<file path="src/rtl/core/cma_pkg.sv">
// ----------------------------------------------------------------------------
// Centered moving average: shared definitions
// Register width and reset value, parameter defaults and state encodings.
// ----------------------------------------------------------------------------
package cma_pkg;

	// Window length register.
	localparam int WL_W = 5;
	localparam logic [WL_W-1:0] WL_RESET = 5'd5;

	// Defaults for the top-level parameters.
	localparam int MAX_HALF_DEF = 15;
	localparam int SAMPLE_BITS_DEF = 24;

	typedef enum logic {
		F_IDLE,
		F_UPDATE
	} front_state_t;

	typedef enum logic [2:0] {
		B_IDLE,
		B_START,
		B_DIVIDE,
		B_EMIT,
		B_FETCH,
		B_TRIM
	} back_state_t;

endpackage

</file>
<file path="src/rtl/core/cma_div.sv">
// ----------------------------------------------------------------------------
// Iterative signed divider
// Divides a two's complement dividend by a positive divisor, one quotient
// bit per cycle, and truncates the quotient toward zero.
// ----------------------------------------------------------------------------
module cma_div #(
	parameter int DIVIDEND_W = 29,
	parameter int DIVISOR_W = 5,
	parameter int QUO_W = 24
) (
	input  logic                  clk,
	input  logic                  arst_n,
	input  logic                  start,
	input  logic [DIVIDEND_W-1:0] dividend,
	input  logic [DIVISOR_W-1:0]  divisor,
	output logic                  done,
	output logic [QUO_W-1:0]      quotient
);

	localparam int STEP_W = $clog2(DIVIDEND_W);

	logic                  busy_q;
	logic                  done_q;
	logic [STEP_W-1:0]     step_q;
	logic                  neg_q;
	logic [DIVIDEND_W-1:0] mag_q;
	logic [DIVISOR_W-1:0]  rem_q;
	logic [DIVISOR_W-1:0]  dvs_q;

	logic [DIVISOR_W:0]    rem_sh;
	logic [DIVISOR_W:0]    rem_sub;
	logic                  ge;
	logic [DIVIDEND_W-1:0] q_full;

	always_comb begin
		rem_sh  = {rem_q, mag_q[DIVIDEND_W-1]};
		ge      = rem_sh >= {1'b0, dvs_q};
		rem_sub = rem_sh - {1'b0, dvs_q};
		q_full  = neg_q ? (DIVIDEND_W'(0) - mag_q) : mag_q;
	end

	always_ff @(posedge clk or negedge arst_n) begin
		if (!arst_n) begin
			busy_q <= 1'b0;
			done_q <= 1'b0;
			step_q <= '0;
		end else begin
			done_q <= 1'b0;
			if (start) begin
				busy_q <= 1'b1;
				step_q <= STEP_W'(DIVIDEND_W - 1);
			end else if (busy_q) begin
				if (step_q == '0) begin
					busy_q <= 1'b0;
					done_q <= 1'b1;
				end else begin
					step_q <= step_q - 1'b1;
				end
			end
		end
	end

	// The magnitude register shifts out dividend bits and shifts in quotient bits.
	always_ff @(posedge clk) begin
		if (start) begin
			neg_q <= dividend[DIVIDEND_W-1];
			mag_q <= dividend[DIVIDEND_W-1] ? (DIVIDEND_W'(0) - dividend) : dividend;
			rem_q <= '0;
			dvs_q <= divisor;
		end else if (busy_q) begin
			rem_q <= ge ? rem_sub[DIVISOR_W-1:0] : rem_sh[DIVISOR_W-1:0];
			mag_q <= {mag_q[DIVIDEND_W-2:0], ge};
		end
	end

	assign done     = done_q;
	assign quotient = q_full[QUO_W-1:0];

endmodule

</file>
<file path="src/rtl/core/cma_hist.sv">
// ----------------------------------------------------------------------------
// Sample history memory
// Circular buffer with one write port and two registered read ports.
// ----------------------------------------------------------------------------
module cma_hist #(
	parameter int DATA_W = 24,
	parameter int ADDR_W = 5
) (
	input  logic              clk,
	input  logic              wr_en,
	input  logic [ADDR_W-1:0] wr_addr,
	input  logic [DATA_W-1:0] wr_data,
	input  logic              rd_a_en,
	input  logic [ADDR_W-1:0] rd_a_addr,
	output logic [DATA_W-1:0] rd_a_data,
	input  logic              rd_b_en,
	input  logic [ADDR_W-1:0] rd_b_addr,
	output logic [DATA_W-1:0] rd_b_data
);

	logic [DATA_W-1:0] mem [2**ADDR_W];

	always_ff @(posedge clk) begin
		if (wr_en) begin
			mem[wr_addr] <= wr_data;
		end
	end

	always_ff @(posedge clk) begin
		if (rd_a_en) begin
			rd_a_data <= mem[rd_a_addr];
		end
		if (rd_b_en) begin
			rd_b_data <= mem[rd_b_addr];
		end
	end

endmodule

</file>
<file path="src/rtl/core/cma_front.sv">
// ----------------------------------------------------------------------------
// Centered moving average: front end
// Accepts samples, writes the history, keeps the running window sum and
// the sample count, and hands one job per sample to the back end.
// ----------------------------------------------------------------------------
module cma_front #(
	parameter int MAX_HALF = cma_pkg::MAX_HALF_DEF,
	parameter int SAMPLE_BITS = cma_pkg::SAMPLE_BITS_DEF,
	parameter int HALF_W = $clog2(MAX_HALF + 1),
	parameter int CNT_W = HALF_W + 1,
	parameter int SUM_W = SAMPLE_BITS + CNT_W
) (
	input  logic                     clk,
	input  logic                     arst_n,
	input  logic                     cfg_wen,
	input  logic [cma_pkg::WL_W-1:0] cfg_wdata,
	input  logic                     in_valid,
	output logic                     in_ready,
	input  logic [SAMPLE_BITS-1:0]   in_sample,
	input  logic                     in_last,
	input  logic                     slot_full,
	output logic                     push,
	output logic [SUM_W-1:0]         job_sum,
	output logic [CNT_W-1:0]         job_rc,
	output logic [CNT_W-1:0]         job_ptr,
	output logic [HALF_W-1:0]        job_h,
	output logic                     job_last,
	output logic                     mem_wr_en,
	output logic [CNT_W-1:0]         mem_wr_addr,
	output logic [SAMPLE_BITS-1:0]   mem_wr_data,
	output logic                     mem_rd_en,
	output logic [CNT_W-1:0]         mem_rd_addr,
	input  logic [SAMPLE_BITS-1:0]   mem_rd_data
);

	localparam logic [CNT_W-1:0] HIST_DEPTH = CNT_W'(2 * MAX_HALF + 1);

	cma_pkg::front_state_t state_q, state_d;

	logic [cma_pkg::WL_W-1:0] wl_q;
	logic [CNT_W-1:0]         rc_q;
	logic [SUM_W-1:0]         sum_q;
	logic [CNT_W-1:0]         ptr_q;
	logic [SAMPLE_BITS-1:0]   smp_q;
	logic                     last_q;

	logic [HALF_W-1:0] half;
	logic              accept;
	logic              drop;
	logic [SUM_W-1:0]  sum_new;
	logic [CNT_W-1:0]  rc_new;

	always_comb begin
		if (32'(wl_q >> 1) > 32'(MAX_HALF)) begin
			half = HALF_W'(MAX_HALF);
		end else begin
			half = HALF_W'(wl_q >> 1);
		end
	end

	// Once the signal fills the window, the sample 2h behind the newest one
	// leaves the window as the new one enters.
	always_comb begin
		drop    = rc_q >= {half, 1'b1};
		sum_new = sum_q
			+ {{(SUM_W - SAMPLE_BITS){smp_q[SAMPLE_BITS-1]}}, smp_q}
			- (drop ? {{(SUM_W - SAMPLE_BITS){mem_rd_data[SAMPLE_BITS-1]}}, mem_rd_data}
				: SUM_W'(0));
		rc_new  = (rc_q < HIST_DEPTH) ? rc_q + 1'b1 : rc_q;
	end

	always_comb begin
		state_d  = state_q;
		in_ready = 1'b0;
		push     = 1'b0;
		case (state_q)
			cma_pkg::F_IDLE: begin
				in_ready = !slot_full;
				if (in_valid && !slot_full) begin
					state_d = cma_pkg::F_UPDATE;
				end
			end
			cma_pkg::F_UPDATE: begin
				push    = 1'b1;
				state_d = cma_pkg::F_IDLE;
			end
			default: begin
				state_d = cma_pkg::F_IDLE;
			end
		endcase
	end

	assign accept = in_valid && in_ready;

	always_ff @(posedge clk or negedge arst_n) begin
		if (!arst_n) begin
			state_q <= cma_pkg::F_IDLE;
		end else begin
			state_q <= state_d;
		end
	end

	always_ff @(posedge clk or negedge arst_n) begin
		if (!arst_n) begin
			wl_q  <= cma_pkg::WL_RESET;
			rc_q  <= '0;
			sum_q <= '0;
			ptr_q <= '0;
		end else begin
			if (cfg_wen) begin
				wl_q  <= cfg_wdata;
				rc_q  <= '0;
				sum_q <= '0;
			end else if (push) begin
				rc_q  <= last_q ? '0 : rc_new;
				sum_q <= last_q ? '0 : sum_new;
			end
			if (accept) begin
				ptr_q <= ptr_q + 1'b1;
			end
		end
	end

	always_ff @(posedge clk) begin
		if (accept) begin
			smp_q  <= in_sample;
			last_q <= in_last;
		end
	end

	assign mem_wr_en   = accept;
	assign mem_wr_addr = ptr_q + 1'b1;
	assign mem_wr_data = in_sample;
	assign mem_rd_en   = accept;
	assign mem_rd_addr = ptr_q - {half, 1'b0};

	assign job_sum  = sum_new;
	assign job_rc   = rc_new;
	assign job_ptr  = ptr_q;
	assign job_h    = half;
	assign job_last = last_q;

endmodule

</file>
<file path="src/rtl/core/cma_back.sv">
// ----------------------------------------------------------------------------
// Centered moving average: back end
// Turns each job into zero, one or a flush of several averages, divides
// every window sum by its sample count and holds the result word.
// ----------------------------------------------------------------------------
module cma_back #(
	parameter int MAX_HALF = cma_pkg::MAX_HALF_DEF,
	parameter int SAMPLE_BITS = cma_pkg::SAMPLE_BITS_DEF,
	parameter int HALF_W = $clog2(MAX_HALF + 1),
	parameter int CNT_W = HALF_W + 1,
	parameter int SUM_W = SAMPLE_BITS + CNT_W
) (
	input  logic                   clk,
	input  logic                   arst_n,
	input  logic                   job_valid,
	output logic                   job_pop,
	input  logic [SUM_W-1:0]       job_sum,
	input  logic [CNT_W-1:0]       job_rc,
	input  logic [CNT_W-1:0]       job_ptr,
	input  logic [HALF_W-1:0]      job_h,
	input  logic                   job_last,
	output logic                   mem_rd_en,
	output logic [CNT_W-1:0]       mem_rd_addr,
	input  logic [SAMPLE_BITS-1:0] mem_rd_data,
	output logic                   out_valid,
	input  logic                   out_ready,
	output logic [SAMPLE_BITS-1:0] out_average,
	output logic                   out_last
);

	cma_pkg::back_state_t state_q, state_d;

	logic [SUM_W-1:0]  sum_q;
	logic [CNT_W-1:0]  cnt_q;
	logic [HALF_W-1:0] d_q;
	logic [HALF_W-1:0] h_q;
	logic [CNT_W-1:0]  rc_q;
	logic [CNT_W-1:0]  ptr_q;
	logic              last_q;

	logic                   out_valid_q;
	logic [SAMPLE_BITS-1:0] out_avg_q;
	logic                   out_last_q;

	logic                   div_start;
	logic                   div_done;
	logic [SAMPLE_BITS-1:0] div_quo;

	logic [CNT_W-1:0]  two_h1;
	logic [CNT_W-1:0]  rc_m1;
	logic [CNT_W-1:0]  dh;
	logic              wanted;
	logic              out_load;
	logic              finished;
	logic              shrink;

	always_comb begin
		two_h1   = {job_h, 1'b1};
		rc_m1    = job_rc - 1'b1;
		wanted   = job_last || (job_rc > CNT_W'(job_h));
		dh       = CNT_W'(d_q) + CNT_W'(h_q);
		out_load = (state_q == cma_pkg::B_EMIT) && (!out_valid_q || out_ready);
		// A non-final job gives one word; a flush runs down to the last position.
		finished = !last_q || (d_q == '0);
		// The window end drops back by one only where it is not already clipped
		// by the end of the signal.
		shrink   = dh < rc_q;
	end

	always_comb begin
		state_d   = state_q;
		job_pop   = 1'b0;
		div_start = 1'b0;
		mem_rd_en = 1'b0;
		case (state_q)
			cma_pkg::B_IDLE: begin
				if (job_valid) begin
					job_pop = 1'b1;
					if (wanted) begin
						state_d = cma_pkg::B_START;
					end
				end
			end
			cma_pkg::B_START: begin
				div_start = 1'b1;
				state_d   = cma_pkg::B_DIVIDE;
			end
			cma_pkg::B_DIVIDE: begin
				if (div_done) begin
					state_d = cma_pkg::B_EMIT;
				end
			end
			cma_pkg::B_EMIT: begin
				if (out_load) begin
					if (finished) begin
						state_d = cma_pkg::B_IDLE;
					end else if (shrink) begin
						state_d = cma_pkg::B_FETCH;
					end else begin
						state_d = cma_pkg::B_START;
					end
				end
			end
			cma_pkg::B_FETCH: begin
				mem_rd_en = 1'b1;
				state_d   = cma_pkg::B_TRIM;
			end
			cma_pkg::B_TRIM: begin
				state_d = cma_pkg::B_START;
			end
			default: begin
				state_d = cma_pkg::B_IDLE;
			end
		endcase
	end

	always_ff @(posedge clk or negedge arst_n) begin
		if (!arst_n) begin
			state_q <= cma_pkg::B_IDLE;
		end else begin
			state_q <= state_d;
		end
	end

	always_ff @(posedge clk) begin
		case (state_q)
			cma_pkg::B_IDLE: begin
				sum_q  <= job_sum;
				h_q    <= job_h;
				rc_q   <= job_rc;
				ptr_q  <= job_ptr;
				last_q <= job_last;
				cnt_q  <= (job_rc < two_h1) ? job_rc : two_h1;
				if (job_last && (rc_m1 < CNT_W'(job_h))) begin
					d_q <= rc_m1[HALF_W-1:0];
				end else begin
					d_q <= job_h;
				end
			end
			cma_pkg::B_EMIT: begin
				if (out_load && !finished && !shrink) begin
					d_q <= d_q - 1'b1;
				end
			end
			cma_pkg::B_TRIM: begin
				sum_q <= sum_q
					- {{(SUM_W - SAMPLE_BITS){mem_rd_data[SAMPLE_BITS-1]}}, mem_rd_data};
				cnt_q <= cnt_q - 1'b1;
				d_q   <= d_q - 1'b1;
			end
			default: begin
			end
		endcase
	end

	assign mem_rd_addr = ptr_q - dh;

	cma_div #(
		.DIVIDEND_W (SUM_W),
		.DIVISOR_W  (CNT_W),
		.QUO_W      (SAMPLE_BITS)
	) u_div (
		.clk      (clk),
		.arst_n   (arst_n),
		.start    (div_start),
		.dividend (sum_q),
		.divisor  (cnt_q),
		.done     (div_done),
		.quotient (div_quo)
	);

	always_ff @(posedge clk or negedge arst_n) begin
		if (!arst_n) begin
			out_valid_q <= 1'b0;
		end else if (out_load) begin
			out_valid_q <= 1'b1;
		end else if (out_ready) begin
			out_valid_q <= 1'b0;
		end
	end

	always_ff @(posedge clk) begin
		if (out_load) begin
			out_avg_q  <= div_quo;
			out_last_q <= last_q && (d_q == '0);
		end
	end

	assign out_valid   = out_valid_q;
	assign out_average = out_avg_q;
	assign out_last    = out_last_q;

endmodule

</file>
<file path="src/rtl/core/centered_moving_average.sv">
// ----------------------------------------------------------------------------
// Centered moving average filter
// Averages each sample with its neighbors within half a window length.
// ----------------------------------------------------------------------------
// Usage:
// Samples enter on the s_ group: s_tdata holds one signed sample, s_tlast
// marks the final sample of a signal. Averages leave on the m_ group, and
// m_tlast marks the final average of the signal. cfg_wen writes the window
// length from cfg_wdata; a write also restarts the current signal. A write
// must be made only while the block is idle; the block does not enforce it.
// With half-width h, the average for a position leaves once the sample h
// places later has arrived. The word marked last flushes the remaining up
// to h+1 averages, the window shrinking at both ends of the signal.
// Sequence: the front end accepts a word in F_IDLE and pushes its job in
// F_UPDATE, taking no new word in F_UPDATE, and the back end pops the job
// from the queue. Each average then comes from the bit-serial divider, and
// a flush that shrinks the window first reads the history in B_FETCH and
// B_TRIM. A one-entry job queue lets the front take the next word while
// the back end divides. A stalled m_tready holds the result word and, once
// the queue is full, s_tready drops. Reset sets the window length to 5 and
// starts a new signal; the history memory needs no clearing.
// ----------------------------------------------------------------------------
module centered_moving_average #(
	parameter int MAX_HALF = cma_pkg::MAX_HALF_DEF,
	parameter int SAMPLE_BITS = cma_pkg::SAMPLE_BITS_DEF
) (
	input  logic                                clk,
	input  logic                                arst_n,
	input  logic                                cfg_wen,
	input  logic [cma_pkg::WL_W-1:0]            cfg_wdata,  // window_length
	input  logic                                s_tvalid,
	output logic                                s_tready,
	input  logic [((SAMPLE_BITS+7)/8)*8-1:0]    s_tdata,    // sample
	input  logic                                s_tlast,    // is_last
	output logic                                m_tvalid,
	input  logic                                m_tready,
	output logic [((SAMPLE_BITS+7)/8)*8-1:0]    m_tdata,    // average
	output logic                                m_tlast     // last_out
);

	localparam int HALF_W = $clog2(MAX_HALF + 1);
	localparam int CNT_W = HALF_W + 1;
	localparam int SUM_W = SAMPLE_BITS + CNT_W;
	localparam int TDATA_W = ((SAMPLE_BITS + 7) / 8) * 8;

	logic                   front_push;
	logic [SUM_W-1:0]       front_sum;
	logic [CNT_W-1:0]       front_rc;
	logic [CNT_W-1:0]       front_ptr;
	logic [HALF_W-1:0]      front_h;
	logic                   front_last;

	logic                   slot_valid_q;
	logic [SUM_W-1:0]       slot_sum_q;
	logic [CNT_W-1:0]       slot_rc_q;
	logic [CNT_W-1:0]       slot_ptr_q;
	logic [HALF_W-1:0]      slot_h_q;
	logic                   slot_last_q;
	logic                   back_pop;

	logic                   wr_en;
	logic [CNT_W-1:0]       wr_addr;
	logic [SAMPLE_BITS-1:0] wr_data;
	logic                   fr_rd_en;
	logic [CNT_W-1:0]       fr_rd_addr;
	logic [SAMPLE_BITS-1:0] fr_rd_data;
	logic                   bk_rd_en;
	logic [CNT_W-1:0]       bk_rd_addr;
	logic [SAMPLE_BITS-1:0] bk_rd_data;

	logic [SAMPLE_BITS-1:0] avg;

	cma_front #(
		.MAX_HALF    (MAX_HALF),
		.SAMPLE_BITS (SAMPLE_BITS),
		.HALF_W      (HALF_W),
		.CNT_W       (CNT_W),
		.SUM_W       (SUM_W)
	) u_front (
		.clk         (clk),
		.arst_n      (arst_n),
		.cfg_wen     (cfg_wen),
		.cfg_wdata   (cfg_wdata),
		.in_valid    (s_tvalid),
		.in_ready    (s_tready),
		.in_sample   (s_tdata[SAMPLE_BITS-1:0]),
		.in_last     (s_tlast),
		.slot_full   (slot_valid_q),
		.push        (front_push),
		.job_sum     (front_sum),
		.job_rc      (front_rc),
		.job_ptr     (front_ptr),
		.job_h       (front_h),
		.job_last    (front_last),
		.mem_wr_en   (wr_en),
		.mem_wr_addr (wr_addr),
		.mem_wr_data (wr_data),
		.mem_rd_en   (fr_rd_en),
		.mem_rd_addr (fr_rd_addr),
		.mem_rd_data (fr_rd_data)
	);

	// One-entry job queue. The front end only takes a word while it is empty,
	// so it never runs more than one sample ahead of the job being flushed
	// and cannot overwrite history that the back end still reads.
	always_ff @(posedge clk or negedge arst_n) begin
		if (!arst_n) begin
			slot_valid_q <= 1'b0;
		end else if (front_push) begin
			slot_valid_q <= 1'b1;
		end else if (back_pop) begin
			slot_valid_q <= 1'b0;
		end
	end

	always_ff @(posedge clk) begin
		if (front_push) begin
			slot_sum_q  <= front_sum;
			slot_rc_q   <= front_rc;
			slot_ptr_q  <= front_ptr;
			slot_h_q    <= front_h;
			slot_last_q <= front_last;
		end
	end

	cma_hist #(
		.DATA_W (SAMPLE_BITS),
		.ADDR_W (CNT_W)
	) u_hist (
		.clk       (clk),
		.wr_en     (wr_en),
		.wr_addr   (wr_addr),
		.wr_data   (wr_data),
		.rd_a_en   (fr_rd_en),
		.rd_a_addr (fr_rd_addr),
		.rd_a_data (fr_rd_data),
		.rd_b_en   (bk_rd_en),
		.rd_b_addr (bk_rd_addr),
		.rd_b_data (bk_rd_data)
	);

	cma_back #(
		.MAX_HALF    (MAX_HALF),
		.SAMPLE_BITS (SAMPLE_BITS),
		.HALF_W      (HALF_W),
		.CNT_W       (CNT_W),
		.SUM_W       (SUM_W)
	) u_back (
		.clk         (clk),
		.arst_n      (arst_n),
		.job_valid   (slot_valid_q),
		.job_pop     (back_pop),
		.job_sum     (slot_sum_q),
		.job_rc      (slot_rc_q),
		.job_ptr     (slot_ptr_q),
		.job_h       (slot_h_q),
		.job_last    (slot_last_q),
		.mem_rd_en   (bk_rd_en),
		.mem_rd_addr (bk_rd_addr),
		.mem_rd_data (bk_rd_data),
		.out_valid   (m_tvalid),
		.out_ready   (m_tready),
		.out_average (avg),
		.out_last    (m_tlast)
	);

	assign m_tdata = TDATA_W'(avg);

`ifndef ASSERT_OFF
	a_no_push_when_full: assert property (@(posedge clk) disable iff (!arst_n)
		front_push |-> !slot_valid_q)
		else $error("job pushed into a full queue");

	a_job_has_samples: assert property (@(posedge clk) disable iff (!arst_n)
		slot_valid_q |-> (slot_rc_q != '0))
		else $error("queued job with zero sample count");

	a_front_two_cycles: assert property (@(posedge clk) disable iff (!arst_n)
		(s_tvalid && s_tready) |=> (!s_tready && front_push))
		else $error("front end did not complete the accepted word");
`endif

endmodule

</file>
<file path="config.mk">
export PLATFORM = sky130hd
export DESIGN_NAME = centered_moving_average
export DESIGN_NICKNAME = d
export VERILOG_FILES = /design/src/rtl/core/cma_pkg.sv /design/src/rtl/core/cma_div.sv /design/src/rtl/core/cma_hist.sv /design/src/rtl/core/cma_front.sv /design/src/rtl/core/cma_back.sv /design/src/rtl/core/centered_moving_average.sv
export SDC_FILE = /design/constraint.sdc
export NUM_CORES = 1
export LEC_CHECK = 0
export BUFFER_PORTS_ARGS = -buffer_cell sky130_fd_sc_hd__buf_2
export CAP_MARGIN = 20
export CORE_UTILIZATION = 25
export DETAILED_ROUTE_END_ITERATION = 7
export SLEW_MARGIN = 15
export SYNTH_ARGS = -nofsm -noshare
export SYNTH_HDL_FRONTEND = slang
export SYNTH_SLANG_ARGS = --single-unit
</file>
<file path="constraint.sdc">
create_clock -name clk -period 5.1 [get_ports clk]
set_clock_uncertainty 0.05 [all_clocks]
set_input_delay 0.765 -clock clk [delete_from_list [all_inputs] [get_ports clk]]
set_output_delay 0.765 -clock clk [all_outputs]
set_load 0.02 [all_outputs]
</file>
==> run_results.csv, run 1 <==
group,metric,value,unit
timing,layout_min_cycle_time,4.65,ns
timing,finalSetupTns,0,ns
floorplan,fp-row-count,166,
yosys,syn_inst,2989,
timing,finalHoldViolations,0,
yosys,synth_top_area_share,58.0,%
timing,rsz0062_at_grt,"no",
clock_network,path_clk_slew,0.07,ns
timing,setup_violations,0,
layout,fin_area,59600,um2
worst_setup_path,reg2reg_depth,21,
run,cap_violations,0,
global_routing,grt_max_degree,67,
global_routing,first_global_vias,28800,
global_routing,grt-busiest-layer,"met2",
timing,slew_viol_final,0,
yosys,yosysMostFrequentCell,"edfxtp_1",
routing,drt_iter0_drc,3005,
status,status,"completed",
place,hpwl,83700,um
layout,synthToLayoutAreaGrowth,15.2,%
floorplan,fp.dieH,457,um
yosys,ys_warn_count,0,
worst_setup_path,path_class,"register to register",
layout,fillers,20000,
global_routing,grt_first_pass_wirelength,200000,um
worst_setup_path,crit_fanout,10,
worst_setup_path,startpoint_type,"register",
global_routing,grt_use_met3,3.97,%
place,io_buffers,60,
clock_network,cts_hold_buf,0,
clock_network,cts_sinks,1059,
clock_network,clock-root-buffer,"clkbuf_16",
yosys,ys_ff_latch,1059,
clock_network,h-tree-depth,3,
place,placed_cells,5652,
yosys,synth_area_leaders,"edfxtp_1, mux4_2, dfrtp_1, ha_1, xnor2_1",
timing,max_freq,215,MHz
place,gp_congestion,0.787,
yosys,ys_types,73,
routing,drt_pre_antenna_iters,6,
clock_network,clk_latency,0.73,ns
floorplan,ios,62,
clock_network,clockBufferDepth,3,
floorplan,core-area,205000,um2
yosys,synth_area,51700,um2
floorplan,start_util,25.2,%
floorplan,dieArea,209000,um2
routing,vias,28700,
layout,drive_gt1_share,28.3,%
place,post_dp_cell_area,55900,um2
yosys,synthesis.nets,3164,
yosys,avgSynthCellArea,17.3,um2
global_routing,grtUsageMet1,17.4,%
global_routing,grt-ovfl-total,0,
worst_setup_path,cp.required,5.63,ns
routing,vias_per_cell,4.90,
global_routing,grt_use_met2,20.3,%
clock_network,cts_tree,"done",
worst_setup_path,endpoint_kind,"register",
routing,drc_errors,0,
clock_network,cts_made_buffers,107,
timing,post-route-period-util,91.2,%
worst_setup_path,critical_path_arrival,5.18,ns
routing,routed_wirelength,137000,um
routing,ant_nets,0,
global_routing,grtUsageTotal,12.9,%
floorplan,die_w,457,um
timing,slew_headroom,29.8,%
layout,layout.nets,3249,
yosys,synth_commonest_cells,"edfxtp_1, mux4_2, inv_1",
global_routing,antenna_found_initial,18,
yosys,async_reset_ff_share,5.29,%
layout,final_core_util,29.1,%
layout,final_cells,5863,
yosys,ys_seq_area_share,60.9,%
routing,routedWlPerCell,23.3,um
min_path,hold_class,"input port to async pin",
timing,worst_slew_pin_slew,1.04,ns
yosys,yosys.area.top_type,"edfxtp_1",
yosys,synth_edf_count,998,
yosys,synth-main-ff-cell,"edfxtp_1",
[kinds of logic after synthesis]
logic type      share of synthesized area [%]
xor+xnor                                 2.15
mux                                      22.1
flops                                    60.9
buf+inv                                  2.65
simple gates                             3.82
fa+ha+maj                                3.87
compound gates                           4.52
[final timing paths]
kind | from | slack (ns) | end
setup / recovery | u_front.wl_q[2] | 0.45 | u_front.sum_q[18]
min in group clk | s_tlast | 0.20 | u_front.job_last
hold reg to reg | slot_ptr_q[2] | 0.37 | u_back.ptr_q[2]
max in group asynchronous | arst_n | 4.23 | u_front.job_ptr[0]
setup reg to reg | u_front.wl_q[2] | 0.45 | u_front.sum_q[18]
hold / removal | arst_n | 0.16 | u_back.u_div.step_q[4]
[registers in the layout, summed over array words and instances (netlist names), 5 cells and up]
| register | count |
|---|---|
| u_back.rc_q | 5 |
| slot_rc_q | 5 |
| u_back.u_div.rem_q | 5 |
| u_back.sum_q | 29 |
| slot_ptr_q | 5 |
| u_front.rc_q | 5 |
| u_back.out_average | 24 |
| u_hist.rd_b_data | 24 |
| u_hist.rd_a_data | 24 |
| u_front.smp_q | 24 |
| slot_sum_q | 29 |
| u_hist.mem | 768 |
| u_front.sum_q | 29 |
| u_back.cnt_q | 5 |
| u_back.u_div.dvs_q | 5 |
| u_back.u_div.step_q | 5 |
| u_back.ptr_q | 5 |
| u_front.job_ptr | 5 |
| u_back.u_div.mag_q | 29 |
[per-stage QoR]
stage               hold WS, ns  setup slack, ns
floorplan                 0.350            0.559
global placement          0.352            0.193
detailed placement        0.358            0.286
CTS                       0.147            0.227
global route              0.176           0.0826
finish                    0.155            0.450
[cells in the final DEF, fill, tap and decap left out, drive strengths merged, types with 10 or more instances in the layout]
| cell | Yosys | final |
|---|---|---|
| a21o | 43 | 43 |
| xnor2 | 84 | 84 |
| a22o | 35 | 35 |
| fa | 33 | 33 |
| o31ai | 17 | 17 |
| nor2 | 84 | 84 |
| ha | 107 | 107 |
| nand2 | 154 | 154 |
| clkinv | 1 | 54 |
| a21oi | 74 | 74 |
| o21a | 13 | 13 |
| xor2 | 43 | 43 |
| mux2 | 48 | 48 |
| and3 | 10 | 10 |
| nand3 | 29 | 29 |
| inv | 193 | 197 |
| dfrtp | 55 | 55 |
| o21ai | 119 | 119 |
| bufinv | 0 | 14 |
| clkbuf | 108 | 125 |
| nand2b | 18 | 18 |
| edfxtp | 998 | 998 |
| nor2b | 43 | 43 |
| a211oi | 11 | 11 |
| nor3 | 22 | 22 |
| buf | 51 | 135 |
| mux4 | 480 | 480 |
| nand4 | 12 | 12 |
[layer usage]
metal	up-vias	part of all wire, %
li1	12200	-
met4	8	2.2
met5	-	0.031
met1	15000	42
met3	213	9.6
met2	1268	47
[critical path: stages (launching register included)]
cell	delay, ns
dfstp_2	0.56
inv_1	0.07
ha_1	0.28
nor2b_1	0.12
o21ai_0	0.14
nand2b_1	0.11
a21oi_4	0.16
buf_12	0.15
nor2b_1	0.05
ha_1	0.26
inv_1	0.04
ha_1	0.20
fa_1	0.48
a211oi_1	0.23
o21bai_1	0.18
a21o_1	0.22
a21oi_2	0.21
o21ai_1	0.16
a31o_2	0.31
a21oi_1	0.17
xnor2_1	0.10
a22o_1	0.21
[timing repair]
item,4_1_cts,5_1_grt
setup buffers,0,1
endpoints found under the setup margin,0,4
resized for setup,0,1
[layout make-up]
| cell class | count | area (um2) | area share (%) |
|---|---|---|---|
| diodes | 7 | 17.5 | 0.0294 |
| clock buffers | 125 | 2820 | 4.73 |
| clock inverters | 78 | 845 | 1.42 |
| inverters | 194 | 728 | 1.22 |
| multi-input cells | 1577 | 19200 | 32.3 |
| flip-flops and latches | 1059 | 31500 | 52.8 |
| well taps | 2688 | 3360 | 5.65 |
| repair buffers | 135 | 1090 | 1.83 |
Power of run 1 is not shown: default switching activity piles up to over one toggle a cycle in this logic, so the estimate is an artifact.
==> inputs of run 2 (changes only) <==
PLACE_DENSITY = 0.38   (was default)
==> run 2 against run 1 <==
Net effect: critical path depth unchanged; global-route usage increased by 2.6 points; sequential share of layout area decreased by 0.93 points; wire length increased by 18%; setup slack got worse by 0.082 ns; register-to-register slack got worse by 0.08 ns; maximum frequency decreased by 1.7%; core utilization increased by 0.52 points; final area increased by 1.8%; worst hold slack improved by 0.018 ns; largest cell class unchanged.
==> run_results.csv, run 2 (synthesis results as in run 1) <==
group,metric,value,unit
timing,slew_headroom,22.9,%
floorplan,dieArea,209000,um2
layout,layout_common_cells,"edfxtp_1, mux4_2, inv_1",
worst_setup_path,reg2reg_depth,21,
place,place_ws,0.268,ns
layout,top_register,"u_hist.mem",
min_path,worstHoldPathCells,1,
layout,fillers,20000,
worst_setup_path,timing.rr.end,"u_front.sum_q[18]",
worst_setup_path,crit_chain,"inv_1 > ha_1 > nor2b_1 > o21ai_0 > nand2b_1 > a21oi_4 > buf_12 > nor2b_1 > ha_1 > inv_1 > ha_1 > fa_1 > a211oi_2 > o21bai_2 > a21o_1 > a21oi_2 > o21ai_1 > a31o_2 > a21oi_1 > xnor2_1 > a22o_1",
clock_network,clockBufferDepth,3,
global_routing,first_global_vias,29500,
global_routing,grtUsageMet1,20.9,%
timing,rsz0062_at_grt,"no",
clock_network,cts_made_buffers,131,
global_routing,grt_max_degree,79,
global_routing,grt_use_met3,3.10,%
global_routing,grt_use_met2,25.4,%
floorplan,fp.dieH,457,um
floorplan,core-area,205000,um2
floorplan,ios,62,
worst_setup_path,path_class,"register to register",
worst_setup_path,r2r_start,"u_front.wl_q[2]",
layout,multi_input_area,19200,um2
min_path,whs_endpoint,"u_front.job_last",
layout,final_cells,5911,
worst_setup_path,startpoint_type,"register",
layout,layout.nets,3292,
min_path,hold_class,"input port to register",
layout,regArea,31500,um2
timing,worst_slew_pin_slew,1.16,ns
routing,drt_pre_antenna_iters,5,
run,cap_violations,0,
layout,drive_gt1_share,29.0,%
routing,routedWlPerCell,27.4,um
clock_network,post_cts_buffers,0,
floorplan,start_util,25.2,%
timing,layout_min_cycle_time,4.73,ns
worst_setup_path,endpoint_kind,"register",
timing,max_freq,211,MHz
global_routing,grtUsageTotal,15.5,%
global_routing,grt-busiest-layer,"met2",
layout,synthToLayoutAreaGrowth,17.3,%
status,status,"completed",
layout,final_core_util,29.6,%
clock_network,clk_latency,0.77,ns
floorplan,fp-row-count,166,
clock_network,path_clk_slew,0.06,ns
worst_setup_path,crit_top_cell,"ha_1",
clock_network,cts_tree,"done",
worst_setup_path,slowest_delay,0.55,ns
place,io_buffers,60,
global_routing,antenna_found_initial,28,
routing,vias,28700,
worst_setup_path,critical_path_arrival,5.33,ns
routing,routed_wirelength,162000,um
place,gp_congestion,0.732,
layout,largest_register_ffs,768,
routing,drc_errors,0,
timing,slew_viol_final,0,
global_routing,grt_first_pass_wirelength,230000,um
worst_setup_path,cp.required,5.70,ns
clock_network,h-tree-depth,4,
timing,setup_ws,0.368,ns
worst_setup_path,r2r_slack,0.37,ns
worst_setup_path,crit_fanout,12,
layout,final_common_cell,"edfxtp_1",
routing,ant_nets,0,
timing,finalSetupTns,0,ns
clock_network,clock-root-buffer,"clkbuf_16",
floorplan,die_w,457,um
place,placed_cells,5671,
global_routing,grt-ovfl-total,0,
routing,vias_per_cell,4.85,
timing,setup_violations,0,
timing,finalHoldViolations,0,
min_path,worstHoldStart,"s_tlast",
clock_network,cts_sinks,1059,
worst_setup_path,cp_slowest_cell,"dfstp_2",
routing,drt_iter0_drc,2442,
timing,post-route-period-util,92.8,%
place,hpwl,100000,um
==> run 2: cell types whose count changed in the layout (fill, tap and decap cells not counted), sizes merged <==
cell	delta
buf	+18
bufinv	-3
clkbuf	+45
clkinv	-12
clkinvlp	+2
diode	-4
dlygate4sd3	+1
inv	+1
==> run 2: worst max-delay path by stage <==
stage / depth (start not counted) / startpoint / to
finish: 21 / u_front.wl_q[2] / u_front.sum_q[18]
global route: 21 / u_front.wl_q[2] / u_front.sum_q[28]
CTS: 21 / u_front.wl_q[2] / u_front.sum_q[18]
detailed placement: 21 / u_front.wl_q[2] / u_front.sum_q[18]
global placement: 21 / u_front.wl_q[2] / u_front.sum_q[18]
floorplan: 21 / u_front.wl_q[2] / u_front.sum_q[18]
==> run 2: per-layer routing <==
| metal | up-vias | part of all wire [%] |
|---|---|---|
| met2 | 910 | 48 |
| met1 | 15300 | 44 |
| met5 | - | 0.0080 |
| li1 | 12300 | - |
| met3 | 197 | 5.5 |
| met4 | 2 | 2.0 |
==> run 2: timing repair <==
item | CTS | global route
hold buffers | 1 | 0
hold endpoints to repair | 12 | 0
endpoints found under the setup margin | 0 | 1
gates resized for setup | 0 | 2
==> run 2: worst max-delay path: cells and delay by family, from the launching register on <==
family / cells / cell delay, ns
buffers and inverters: 3 / 0.30
adder cells (fa/ha/maj): 4 / 1.23
XOR/XNOR: 1 / 0.13
flip-flops: 1 / 0.55
AND/OR/NAND/NOR: 3 / 0.29
AO/OA/AOI/OAI: 10 / 2.10
==> run 2: per-stage QoR <==
stage | hold slack, ns | cell area [um2]
final | 0.173 | 60600
after global routing | 0.131 | 60600
after CTS | 0.122 | 60600
after detailed placement | 0.356 | 56300
after global placement | 0.354 | 56300
after floorplan | 0.350 | 51700
==> run 2: area by class of cell <==
cell class	count	share of cell area, %
Clock buffer	170	5.82
Inverter	194	1.20
Tap cell	2688	5.55
Sequential cell	1059	51.9
Clock inverter	66	1.32
Antenna cell	3	0.0124
Multi-Input combinational cell	1577	31.7
Timing Repair Buffer	154	2.47
Power of run 2 is left out for the same reason.
